<file path="config.mk">
export PLATFORM = sky130hd
export DESIGN_NAME = backtracking_graph_coloring
export DESIGN_NICKNAME = d
export VERILOG_FILES = /design/src/sv/bgc_pkg.sv /design/src/sv/bgc_ctrl.sv /design/src/sv/bgc_datapath.sv /design/src/sv/backtracking_graph_coloring.sv
export SDC_FILE = /design/constraint.sdc
export NUM_CORES = 1
export LEC_CHECK = 0
export BUFFER_PORTS_ARGS = -buffer_cell sky130_fd_sc_hd__buf_2
export CORE_MARGIN = 1.5
export CORE_UTILIZATION = 55
export CTS_BUF_LIST = sky130_fd_sc_hd__clkbuf_8 sky130_fd_sc_hd__clkbuf_16
export DETAILED_ROUTE_END_ITERATION = 7
export GPL_TIMING_DRIVEN = 0
export MAX_ROUTING_LAYER = met4
export PLACE_DENSITY = 0.82
export SYNTH_ARGS = -nofsm -noshare
export SYNTH_HDL_FRONTEND = slang
export SYNTH_SLANG_ARGS = --single-unit
</file>
<file path="constraint.sdc">
create_clock -name clk_i -period 18.81 [get_ports clk_i]
set_input_delay 1.881 -clock clk_i [delete_from_list [all_inputs] [get_ports clk_i]]
set_output_delay 1.881 -clock clk_i [all_outputs]
set_load 0.02 [all_outputs]
</file>
<file path="src/sv/bgc_pkg.sv">
`timescale 1ns / 1ps

package bgc_pkg;

  localparam int DefMaxNodes = 32;
  localparam int RowLimit    = 32;
  localparam int RowW        = 32;
  localparam int RowIdxW     = 5;
  localparam int CfgW        = 6;
  localparam int ColW        = 5;
  localparam int CandW       = 6;

  localparam logic [CfgW-1:0]  NodeCountRst  = 6'd32;
  localparam logic [CfgW-1:0]  ColorLimitRst = 6'd4;
  localparam logic [CandW-1:0] ColorCap      = 6'd32;

  typedef enum logic {
    CfgNodeCount  = 1'b0,
    CfgColorLimit = 1'b1
  } cfg_idx_e;

  typedef enum logic {
    CmdLoad  = 1'b0,
    CmdStart = 1'b1
  } cmd_e;

  typedef struct packed {
    logic load;
    logic init;
    logic take;
    logic next;
    logic back;
    logic emit;
    logic fail;
    logic empty;
  } dp_cmd_t;

  typedef struct packed {
    logic node_done;
    logic cand_out;
    logic at_root;
    logic conflict;
    logic is_last;
  } dp_status_t;

endpackage

</file>
<file path="src/sv/bgc_ctrl.sv">
`timescale 1ns / 1ps

module bgc_ctrl
  import bgc_pkg::*;
(
  input  logic       clk_i,
  input  logic       rst_ni,
  input  logic       in_valid_i,
  input  logic       cmd_i,
  input  logic       out_stall_i,
  input  dp_status_t st_i,
  output logic       in_stall_o,
  output logic       out_valid_o,
  output dp_cmd_t    cmd_o
);

  typedef enum logic [2:0] {
    StIdle,
    StSearch,
    StEmit,
    StFail,
    StEmpty
  } state_e;

  state_e state_q, state_d;
  logic   out_valid_q, out_valid_d;
  logic   out_free;

  assign out_free    = !out_valid_q || !out_stall_i;
  assign in_stall_o  = (state_q != StIdle);
  assign out_valid_o = out_valid_q;

  always_comb begin
    cmd_o       = '0;
    state_d     = state_q;
    out_valid_d = out_valid_q & out_stall_i;
    unique case (state_q)
      StIdle: begin
        if (in_valid_i) begin
          if (cmd_i == CmdStart) begin
            cmd_o.init = 1'b1;
            state_d    = StSearch;
          end else begin
            cmd_o.load = 1'b1;
          end
        end
      end
      StSearch: begin
        if (st_i.node_done) begin
          if (st_i.at_root) begin
            state_d = StEmpty;
          end else begin
            cmd_o.init = 1'b1;
            state_d    = StEmit;
          end
        end else if (st_i.cand_out) begin
          if (st_i.at_root) begin
            state_d = StFail;
          end else begin
            cmd_o.back = 1'b1;
          end
        end else if (st_i.conflict) begin
          cmd_o.next = 1'b1;
        end else begin
          cmd_o.take = 1'b1;
        end
      end
      StEmit: begin
        if (out_free) begin
          cmd_o.emit  = 1'b1;
          out_valid_d = 1'b1;
          if (st_i.is_last) begin
            state_d = StIdle;
          end
        end
      end
      StFail: begin
        if (out_free) begin
          cmd_o.fail  = 1'b1;
          out_valid_d = 1'b1;
          state_d     = StIdle;
        end
      end
      StEmpty: begin
        if (out_free) begin
          cmd_o.empty = 1'b1;
          out_valid_d = 1'b1;
          state_d     = StIdle;
        end
      end
      default: state_d = StIdle;
    endcase
  end

  always_ff @(posedge clk_i or negedge rst_ni) begin
    if (!rst_ni) begin
      state_q     <= StIdle;
      out_valid_q <= 1'b0;
    end else begin
      state_q     <= state_d;
      out_valid_q <= out_valid_d;
    end
  end

endmodule

</file>
<file path="src/sv/bgc_datapath.sv">
`timescale 1ns / 1ps

module bgc_datapath
  import bgc_pkg::*;
#(
  parameter int MAX_NODES = DefMaxNodes
) (
  input  logic               clk_i,
  input  logic               rst_ni,
  input  logic               cfg_we_i,
  input  logic [0:0]         cfg_index_i,
  input  logic [CfgW-1:0]    cfg_data_i,
  input  logic [RowIdxW-1:0] row_index_i,
  input  logic [RowW-1:0]    row_bits_i,
  input  dp_cmd_t            cmd_i,
  output dp_status_t         st_o,
  output logic [RowIdxW-1:0] node_index_o,
  output logic [ColW-1:0]    node_color_o,
  output logic               colorable_o,
  output logic               last_o
);

  localparam int RowCnt = (MAX_NODES < RowLimit) ? MAX_NODES : RowLimit;
  localparam int NodeW  = $clog2(RowCnt + 1);
  localparam int IdxW   = $clog2(RowCnt);

  logic [CfgW-1:0]   node_count_q;
  logic [CfgW-1:0]   color_limit_q;
  logic [RowCnt-1:0] adj_q [RowCnt];
  logic [ColW-1:0]   col_q [RowCnt];
  logic [NodeW-1:0]  node_q;
  logic [CandW-1:0]  cand_q;

  logic [RowIdxW-1:0] out_idx_q;
  logic [ColW-1:0]    out_col_q;
  logic               out_ok_q;
  logic               out_last_q;

  logic [NodeW-1:0]  eff_n;
  logic [CandW-1:0]  lim;
  logic [IdxW-1:0]   node_idx;
  logic [NodeW-1:0]  rd_node;
  logic [ColW-1:0]   rd_col;
  logic [RowCnt-1:0] hit;

  assign eff_n    = (node_count_q > CfgW'(RowCnt)) ? NodeW'(RowCnt) : NodeW'(node_count_q);
  assign lim      = (color_limit_q > ColorCap) ? ColorCap : color_limit_q;
  assign node_idx = node_q[IdxW-1:0];
  assign rd_node  = cmd_i.back ? (node_q - 1'b1) : node_q;
  assign rd_col   = col_q[rd_node[IdxW-1:0]];

  always_comb begin
    for (int i = 0; i < RowCnt; i++) begin
      hit[i] = (NodeW'(i) < node_q) && adj_q[i][node_idx]
               && ({1'b0, col_q[i]} == cand_q);
    end
  end

  assign st_o.node_done = (node_q >= eff_n);
  assign st_o.cand_out  = (cand_q >= lim);
  assign st_o.at_root   = (node_q == '0);
  assign st_o.conflict  = |hit;
  assign st_o.is_last   = (({1'b0, node_q} + 1'b1) == {1'b0, eff_n});

  always_ff @(posedge clk_i or negedge rst_ni) begin
    if (!rst_ni) begin
      node_count_q  <= NodeCountRst;
      color_limit_q <= ColorLimitRst;
      node_q        <= '0;
      cand_q        <= '0;
    end else begin
      if (cfg_we_i) begin
        unique case (cfg_idx_e'(cfg_index_i))
          CfgNodeCount:  node_count_q  <= cfg_data_i;
          CfgColorLimit: color_limit_q <= cfg_data_i;
          default: ;
        endcase
      end
      if (cmd_i.init) begin
        node_q <= '0;
        cand_q <= '0;
      end else if (cmd_i.take) begin
        node_q <= node_q + 1'b1;
        cand_q <= '0;
      end else if (cmd_i.next) begin
        cand_q <= cand_q + 1'b1;
      end else if (cmd_i.back) begin
        node_q <= node_q - 1'b1;
        cand_q <= {1'b0, rd_col} + CandW'(1);
      end else if (cmd_i.emit) begin
        node_q <= node_q + 1'b1;
      end
    end
  end

  always_ff @(posedge clk_i) begin
    if (cmd_i.load && ({1'b0, row_index_i} < (RowIdxW + 1)'(RowCnt))) begin
      adj_q[row_index_i[IdxW-1:0]] <= row_bits_i[RowCnt-1:0];
    end
    if (cmd_i.take) begin
      col_q[node_idx] <= cand_q[ColW-1:0];
    end
    if (cmd_i.emit) begin
      out_idx_q  <= RowIdxW'(node_idx);
      out_col_q  <= rd_col;
      out_ok_q   <= 1'b1;
      out_last_q <= st_o.is_last;
    end else if (cmd_i.fail || cmd_i.empty) begin
      out_idx_q  <= '0;
      out_col_q  <= '0;
      out_ok_q   <= cmd_i.empty;
      out_last_q <= 1'b1;
    end
  end

  assign node_index_o = out_idx_q;
  assign node_color_o = out_col_q;
  assign colorable_o  = out_ok_q;
  assign last_o       = out_last_q;

endmodule

</file>
<file path="src/sv/backtracking_graph_coloring.sv">
// Row load: the block stays idle, so the next transaction may follow at once.
// Start: one search step at a time (a colour tested, a node coloured or a backtrack), the
//   test against earlier nodes setting the step; then the results one by one as the output
//   is free; failure is reported after the last backtrack, an empty graph via StEmpty.
// A new transaction is taken only in idle; the last result may still wait in the output.
// Reset (async, active low): idle, node_count 32, color_limit 4; adjacency rows undefined.
`timescale 1ns / 1ps

module backtracking_graph_coloring
  import bgc_pkg::*;
#(
  parameter int MAX_NODES = DefMaxNodes
) (
  input  logic               clk_i,
  input  logic               rst_ni,
  input  logic               cfg_we_i,
  input  logic [0:0]         cfg_index_i,
  input  logic [CfgW-1:0]    cfg_data_i,
  input  logic               in_valid_i,
  output logic               in_stall_o,
  input  logic               cmd_i,
  input  logic [RowIdxW-1:0] row_index_i,
  input  logic [RowW-1:0]    row_bits_i,
  output logic               out_valid_o,
  input  logic               out_stall_i,
  output logic [RowIdxW-1:0] node_index_o,
  output logic [ColW-1:0]    node_color_o,
  output logic               colorable_o,
  output logic               last_o
);

  dp_cmd_t    dp_cmd;
  dp_status_t dp_st;

  bgc_ctrl u_ctrl (
    .clk_i       (clk_i),
    .rst_ni      (rst_ni),
    .in_valid_i  (in_valid_i),
    .cmd_i       (cmd_i),
    .out_stall_i (out_stall_i),
    .st_i        (dp_st),
    .in_stall_o  (in_stall_o),
    .out_valid_o (out_valid_o),
    .cmd_o       (dp_cmd)
  );

  bgc_datapath #(
    .MAX_NODES (MAX_NODES)
  ) u_datapath (
    .clk_i        (clk_i),
    .rst_ni       (rst_ni),
    .cfg_we_i     (cfg_we_i),
    .cfg_index_i  (cfg_index_i),
    .cfg_data_i   (cfg_data_i),
    .row_index_i  (row_index_i),
    .row_bits_i   (row_bits_i),
    .cmd_i        (dp_cmd),
    .st_o         (dp_st),
    .node_index_o (node_index_o),
    .node_color_o (node_color_o),
    .colorable_o  (colorable_o),
    .last_o       (last_o)
  );

  a_start_busy: assert property (@(posedge clk_i) disable iff (!rst_ni)
    in_valid_i && !in_stall_o && (cmd_i == CmdStart) |=> in_stall_o)
    else $error("start transaction did not make the block busy");

  a_fail_shape: assert property (@(posedge clk_i) disable iff (!rst_ni)
    out_valid_o && !colorable_o |-> (node_index_o == '0) && (node_color_o == '0) && last_o)
    else $error("not-colourable result malformed");

  a_single_cmd: assert property (@(posedge clk_i) disable iff (!rst_ni)
    $onehot0(dp_cmd))
    else $error("more than one datapath command at once");

endmodule

</file>
# Yosys cells after proc, flatten, opt, wreduce, memory -nomap -nowiden

Memory sizes are Yosys's and may differ from the RTL's.
Cells that the tools add are included.

Bits in registers: 40
Input bits: 50
Word-level logic and storage cells: 296
Latch bits: 0
Memory bits (read-only): 0
Output and inout port bits: 14
Bits in writable memories: 1,184
Memories kept: 2

Bitwise logic cells: 2
Multiply operators: 0
$lt $le $gt $ge: 37
Divide/modulo/power cells: 0
Equality and inequality tests: 45
$add $sub $neg: 5
Shifts and indexed selects: 0
Multiplexer cells: 114
Reductions and logical operators: 81

Memory list:

| name             | depth | bits a word | read ports | clocked after memory_dff | wr ports | line               | source |
|---|---|---|---|---|---|---|---|
| u_datapath.adj_q | 32    | 32          | 32         | 0                        | 1        | bgc_datapath.sv:29 | `logic [RowCnt-1:0] adj_q [RowCnt];` |
| u_datapath.col_q | 32    | 5           | 33         | 0                        | 1        | bgc_datapath.sv:30 | `logic [ColW-1:0] col_q [RowCnt];` |

Operators with widths:

| cell                  | number |
|---|---|
| $eq A5 B6 Y1          | 32 |
| $bmux W1 S5           | 32 |
| $lt A5 B6 Y1 const A  | 16 |
| $mux W6               | 11 |
| $logic_and A1 B1 Y1   | 64 |
| $mux W1               | 52 |
| $lt A4 B6 Y1 const A  | 8 |
| $mux W3               | 11 |
| $reduce_or A32 Y1     | 1 |
| $lt A3 B6 Y1 const A  | 4 |
| $mux W5               | 4 |
| $add A6 B1 Y6 const B | 2 |
| $ge A6 B6 Y1          | 2 |
| $gt A6 B6 Y1 const B  | 2 |
| $lt A1 B6 Y1 const A  | 2 |
| $lt A2 B6 Y1 const A  | 2 |
| $pmux W3 S4           | 1 |
| $reduce_bool A4 Y1    | 2 |
| $add A6 B1 Y7 const B | 1 |
| $eq A7 B6 Y1          | 1 |
| $reduce_and A7 Y1     | 1 |
| $add A5 B1 Y6 const B | 1 |
| $eq A3 B2 Y1 const B  | 2 |
| $logic_not A6 Y1      | 1 |
| other kinds (20)      | 29 |

# Logic depth before layout (Yosys ltp)

An unclocked memory read counts as a cell.

Word-level depth: 17
Gate-level depth with buffers: 30
Mapped depth without buffers: 22

# By module

Synthesis repeated with hierarchy kept, for this count alone.

Cell total of the unflattened synthesis: 2,561
Area total of the unflattened synthesis: 50,507.2 um^2

By module, submodules not included:

| module       | times used | cells each | sequential area each (um^2) | area an instance (um^2) |
|---|---|---|---|---|
| bgc_datapath | 1          | 2,524      | 36,507.5                    | 50,189.4 |
| bgc_ctrl     | 1          | 37         | 100.1                       | 317.8 |

# Worst setup path before layout

No wires, ideal clock.

Kind: flip-flop to flip-flop
Start point: register u_datapath.cand_q[0]
End point: register u_datapath.cand_q[4]
Arrival: 6.768 ns
Stages on the path, launching flop included: 29
Path buffers: 9
Data required time: 18.741 ns
Setup time: 0.069 ns
Period minus slack after synthesis: 6.837 ns
Slack: 11.973 ns
Cells stage by stage: dfrtp_1 buf_2 buf_2 buf_1 inv_1 ha_1 nor2b_1 o21ai_1 a221o_1 clkbuf_1 nand3_1 clkbuf_1 clkbuf_1 ha_1 clkbuf_1 clkbuf_1 clkbuf_1 a211oi_1 a211oi_1 a211oi_1 or4_1 o21ai_0 ha_1 nand3_1 or3_1 a21oi_1 a21o_1 a21oi_1 nand3_1

Longest elaborated chain between the ends: 11
Elaborated cells between the ends (all ways): 81
Classes of those cells: add/sub: 2; order compare: 1; eq/ne: 32; mux: 11; reduce/logical: 34; memory: 1

Ends and longest elaborated chain:

| item                   | line               | source |
|---|---|---|
| start, declared        | bgc_datapath.sv:32 | `logic [CandW-1:0] cand_q;` |
| start signal, assigned | bgc_datapath.sv:86 | `cand_q <= cand_q + 1'b1;` |
| start signal, assigned | bgc_datapath.sv:89 | `cand_q <= {1'b0, rd_col} + CandW'(1);` |
| $ge A6 B6 Y1           | bgc_datapath.sv:60 | `assign st_o.cand_out = (cand_q >= lim);` |
| $mux W1                | bgc_ctrl.sv:56     | `end else if (st_i.cand_out) begin` |
| $mux W3                | bgc_ctrl.sv:49     | `if (st_i.node_done) begin` |
| $mux W3                | bgc_ctrl.sv:37     | `unique case (state_q)` |
| $mux W5                | bgc_datapath.sv:49 | `assign rd_node = cmd_i.back ? (node_q - 1'b1) : node_q;` |
| $mem_v2 Z32 W5         | -                  |  |
| $add A5 B1 Y6          | bgc_datapath.sv:89 |  |
| $mux W6                | bgc_datapath.sv:87 | `end else if (cmd_i.back) begin` |
| $mux W6                | bgc_datapath.sv:85 | `end else if (cmd_i.next) begin` |
| $mux W6                | bgc_datapath.sv:82 | `end else if (cmd_i.take) begin` |
| $mux W6                | bgc_datapath.sv:79 | `if (cmd_i.init) begin` |

Parallel ways exist; a longest one is shown, timed or not. The select of a mux whose other input is x is not followed.
A chain may end at the register's enable or synchronous reset.

# Final worst setup path

Start point: register u_datapath.node_q[1]
End point: register u_datapath.cand_q[4]

Longest elaborated chain between the ends: 12
Elaborated cells between the ends (all ways): 181
Classes of those cells: add/sub: 2; order compare: 33; mux: 78; reduce/logical: 67; memory: 1

Ends and longest elaborated chain:

| item                                                  | line               | source |
|---|---|---|
| start, declared                                       | bgc_datapath.sv:31 | `logic [NodeW-1:0] node_q;` |
| start signal, assigned                                | bgc_datapath.sv:83 | `node_q <= node_q + 1'b1;` |
| start signal, assigned                                | bgc_datapath.sv:88 | `node_q <= node_q - 1'b1;` |
| start signal, assigned                                | bgc_datapath.sv:91 | `node_q <= node_q + 1'b1;` |
| branches (longest 12 deep; another with $ge A6 B6 Y1) | -                  |  |

Several ways; the timed one is not identified. The select of a mux whose other input is x is not followed.

==> impl_summary.txt <==
----------------------------------------------------
[Outcome]
  Status ... complete, no violations

[Critical path]
  Internal reg-to-reg setup slack ... 7.46 ns
  Cell repeated most along the worst path ... sky130_fd_sc_hd__clkbuf_1
  Depth of the worst register-to-register path ... 29
  Biggest fanout along the worst timing path ... 11
  Startpoint of the worst setup timing path ... u_datapath.node_q[1]$_DFFE_PN0P_
  Library cell contributing the largest single delay on the critical path ... sky130_fd_sc_hd__clkbuf_1
  Endpoint required time on the critical path ... 19.47 ns
  End of the worst register-to-register path ... u_datapath.cand_q[4]$_DFFE_PN0P_
  Crit path DAT ... 12.01 ns
  Startpoint type of the worst setup path ... register
  Critical R2R Launch ... u_datapath.node_q[1]$_DFFE_PN0P_
  Worst setup path category ... reg -> reg
  CP endpoint ... u_datapath.cand_q[4]$_DFFE_PN0P_
  Capturing element type of the critical path ... register
  Delay contributed by the slowest stage of the critical path ... 0.78 ns

[Power and ir drop]
  Switch share ... 35.6%
  Power density relative to cell area ... 146 mW/mm^2
  Worst ir drop on vdd ... 0.120 mV
  Clock network power share ... 28.1%
  Cell Int Power ... 5340 uW
  Sequential cell fraction of total power ... 37.9%
  Relative contribution of combinational cells to total power ... 34.0%
  Switching component of the power ... 2960 uW
  Leak Pwr ... 0.0183 uW

[Route]
  Per-cell via count in the routed design ... 7.38
  Highest metal used ... met4
  Iter 0 DRT Violations ... 5796
  WL met1 ... 58100 microns
  Via count ... 30826
  Drc violations ... 0
  Post-route ant nets ... 0
  Final wirelength ... 178000 microns
  Pre-Repair DR Iteration Count ... 6
  Met2 wire len ... 85000 microns
  Routed wire length per instance ... 42.7 microns
  DR WL met3 ... 21900 microns

[Timing]
  Final critical-path required period ... 11.35 ns
  Largest clock skew in the final design ... 0.0271 ns
  Final setup vio count ... 0
  Part of the cycle the worst path needs ... 60.3%
  Setup repair after global routing missed its margin ... false
  Worst Max-Slew Pin Slew ... 1.46 ns
  Max_slew headroom ... 2.57%
  Max Clock Freq ... 0.0881 GHz
  Setup Total Neg Slack ... 0 ns
  Number of slew-limit violations in the final report ... 0
  Endpoints failing hold ... 0

[CTS]
  Quantity of gates resized following cts ... 0
  Root buffer cell ... sky130_fd_sc_hd__clkbuf_16
  Clock tree from TritonCTS ... done
  Number of buffers on the longest clock path ... 3
  CTS buffer count ... 117
  # H-tree levels ... 3
  Clock slew at reported path FFs ... 0.07 ns
  CTS hold repair buffers ... 0
  Post-CTS setup-driven buffer insertion count ... 0
  Worst-skew pair later-pin latency ... 0.74 ns
  Total number of clock tree sinks ... 1224

[GRT]
  Vias in the first global route ... 30418
  Maximum number of pins on one net before global-route repair ... 35
  Residual overflow from global routing ... 0
  Combined global-route utilization of all metal layers ... 39.3%
  Number of antenna violations at the first check in global routing ... 8
  Wire length of the first global-routing pass ... 244000 microns

[Die]
  Boundary Pins ... 64
  Number of rows in the core area ... 111
  Width of the die ... 307 microns
  Effective utilization at floorplan ... 55.5%
  Area of the die ... 0.0943 sq mm
  Vertical die dimension ... 307 microns
  Placeable core area ... 0.0917 sq mm

[Logic synthesis]
  Netlist cell types ... 85
  Post-synthesis instance total ... 2671
  Proportion of netlist area held by the largest area contributor ... 70.6%
  Synth Cell Area ... 0.0508 sq mm
  Ys async rst share ... 2.29%
  Syn_nets ... 2741
  Biggest area contributors in the synthesized netlist ... sky130_fd_sc_hd__edfxtp_1 71%, sky130_fd_sc_hd__mux4_2 13%, sky130_fd_sc_hd__xor2_1 1.8%, sky130_fd_sc_hd__dfrtp_1 1.3%, sky130_fd_sc_hd__xnor2_1 1.1%
  Post-synthesis area per instance ... 19.0 sq um
  Sequential element share of the synthesized area ... 72.0%
  Cell accounting for the most synthesized area ... sky130_fd_sc_hd__edfxtp_1
  Yosys warnings ... 0
  Main synth FF type ... sky130_fd_sc_hd__edfxtp_1
  EDFF count, synth ... 1195
  Seq cells post-synth ... 1224

[Final layout]
  Syn-to-layout area delta ... 12.0%
  Finished layout cell area ... 0.0569 sq mm
  Proportion of layout cells with a drive suffix above 1 ... 23.5%
  Total Nets Final ... 2947

[Place]
  Buffers added on ports ... 63
  DP HPWL ... 107000 microns
  Placer Congestion ... 0.997
  Placed Instance Area ... 0.0532 sq mm

[Worst hold path]
  Launch instance of the worst min-delay path ... u_datapath.color_limit_q[0]$_DFFE_PN0P_
  Hold/Removal Path Class ... reg -> reg

[Flow run]
  Reported max-cap violation count ... 0

----------------------------------------------------
## worst min-delay path by stage
| stage | end | slack, ns | cells past startpoint |
|---|---|---|---|
| 2_1_floorplan | u_datapath.color_limit_q[0]$_DFFE_PN0P_ | 0.47 | 1 |
| 3_3_place_gp | u_datapath.color_limit_q[0]$_DFFE_PN0P_ | 0.49 | 1 |
| 3_5_place_dp | u_datapath.color_limit_q[0]$_DFFE_PN0P_ | 0.50 | 1 |
| 4_1_cts | u_datapath.color_limit_q[0]$_DFFE_PN0P_ | 0.52 | 1 |
| 5_1_grt | u_datapath.color_limit_q[0]$_DFFE_PN0P_ | 0.53 | 1 |
| 6_report | u_datapath.color_limit_q[0]$_DFFE_PN0P_ | 0.51 | 1 |
## synth_stat cells (all sizes together) (6+ instances only)
master,n
o2111ai,6
mux4,298
mux2i,30
o21ai,24
and3,30
nand2,126
inv,15
a21oi,36
o211ai,12
xnor2,63
ha,20
a31oi,26
mux2,17
or2,7
a22oi,54
nand2b,21
nor4,19
edfxtp,1195
and2,12
a311oi,17
or4,7
nor2,92
nor3,28
clkbuf,63
a22o,33
xor2,106
buf,98
a2111oi,23
dfrtp,26
nor2b,16
a211oi,12
nand4,29
nand3,29
## state kept, by name (all words and copies together), names as in the netlist
signal                    flops
u_datapath.node_count_q       6
u_ctrl.out_valid_o            1
u_datapath.adj_q           1024
u_datapath.col_q            160
u_ctrl.state_q                3
u_datapath.colorable_o        1
u_datapath.node_q             6
u_datapath.node_color_o       5
u_datapath.cand_q             6
u_datapath.node_index_o       5
u_datapath.last_o             1
u_datapath.color_limit_q      6
## logic make-up after synthesis
family	share of synthesized area [%]
buf+inv	1.72
mux	14.2
simple gates	4.34
compound gates	4.36
fa+ha+maj	0.492
flops	72.0
xor+xnor	2.91
## layout make-up
| class | count | area [sq um] |
|---|---|---|
| sequential | 1224 | 36600 |
| clock buffer | 118 | 2950 |
| buffer | 161 | 817 |
| tap | 1186 | 1480 |
| fill | 6037 | 34700 |
| antenna | 11 | 27.5 |
| inverter | 16 | 60.1 |
| clock inverter | 102 | 756 |
| timing repair buffer | 87 | 676 |
| multi-input combinational | 1270 | 13600 |
## critical path, delay by kind of cell, from the launching register on
kind | cells | cell delay (ns)
flops | 1 | 0.46
buf+inv | 12 | 5.31
fa+ha+maj | 3 | 1.32
compound gates | 7 | 1.30
simple gates | 7 | 2.82
## power by group through the flow
| stage | combinational [uW] | clock (uW) | sequential (uW) |
|---|---|---|---|
| 2_1_floorplan | 1650 | 0 | 3180 |
| 3_3_place_gp | 2630 | 0 | 3220 |
| 3_5_place_dp | 2700 | 0 | 3200 |
| 4_1_cts | 2760 | 2320 | 3140 |
| 5_1_grt | 2880 | 2420 | 3140 |
| 6_report | 2820 | 2330 | 3140 |
## layout by cell type (no fill, tap or decap), types with 18 or more instances in the layout
cell type,netlist,routed
sky130_fd_sc_hd__o21ai_0,21,21
sky130_fd_sc_hd__nand3_1,29,29
sky130_fd_sc_hd__clkbuf_16,0,118
sky130_fd_sc_hd__a31oi_1,26,26
sky130_fd_sc_hd__nand2_1,125,125
sky130_fd_sc_hd__buf_1,31,31
sky130_fd_sc_hd__dfrtp_1,26,21
sky130_fd_sc_hd__xnor2_1,63,63
sky130_fd_sc_hd__buf_2,45,109
sky130_fd_sc_hd__nor3_1,27,26
sky130_fd_sc_hd__a21oi_1,35,35
sky130_fd_sc_hd__ha_1,20,20
sky130_fd_sc_hd__a22oi_1,54,54
sky130_fd_sc_hd__inv_1,15,39
sky130_fd_sc_hd__nor2_1,90,58
sky130_fd_sc_hd__a2111oi_0,21,18
sky130_fd_sc_hd__clkbuf_1,63,62
sky130_fd_sc_hd__xor2_1,106,106
sky130_fd_sc_hd__nor4_1,19,18
sky130_fd_sc_hd__clkinv_1,1,29
sky130_fd_sc_hd__nand2b_1,21,21
sky130_fd_sc_hd__and3_1,30,30
sky130_fd_sc_hd__mux4_2,298,298
sky130_fd_sc_hd__nor2_4,1,18
sky130_fd_sc_hd__a22o_1,33,33
sky130_fd_sc_hd__edfxtp_1,1195,1195
sky130_fd_sc_hd__nand4_1,29,29
sky130_fd_sc_hd__mux2i_1,30,30
sky130_fd_sc_hd__clkinv_2,0,26
## per-layer routing
metal,vias to the layer above,track usage (%)
met5,-,-
met4,0,23.8
met3,731,9.42
met2,3164,61.2
met1,15490,47.0
li1,11441,-
## metrics by stage
step                utilization [%]  worst slack [ns]  hold WS [ns]  total power (uW)  std cells
floorplan                         -             11.97         0.471              4830       2671
global placement               57.4              7.41         0.485              5840       3920
detailed placement             58.0              7.65         0.503              5900       3943
CTS                            62.1              7.58         0.516              8220       4163
global route                   62.1              7.22         0.527              8440       4171
finish                         62.1              7.46         0.513              8290       4175
Note: power is estimated with default switching activity, not from simulation.
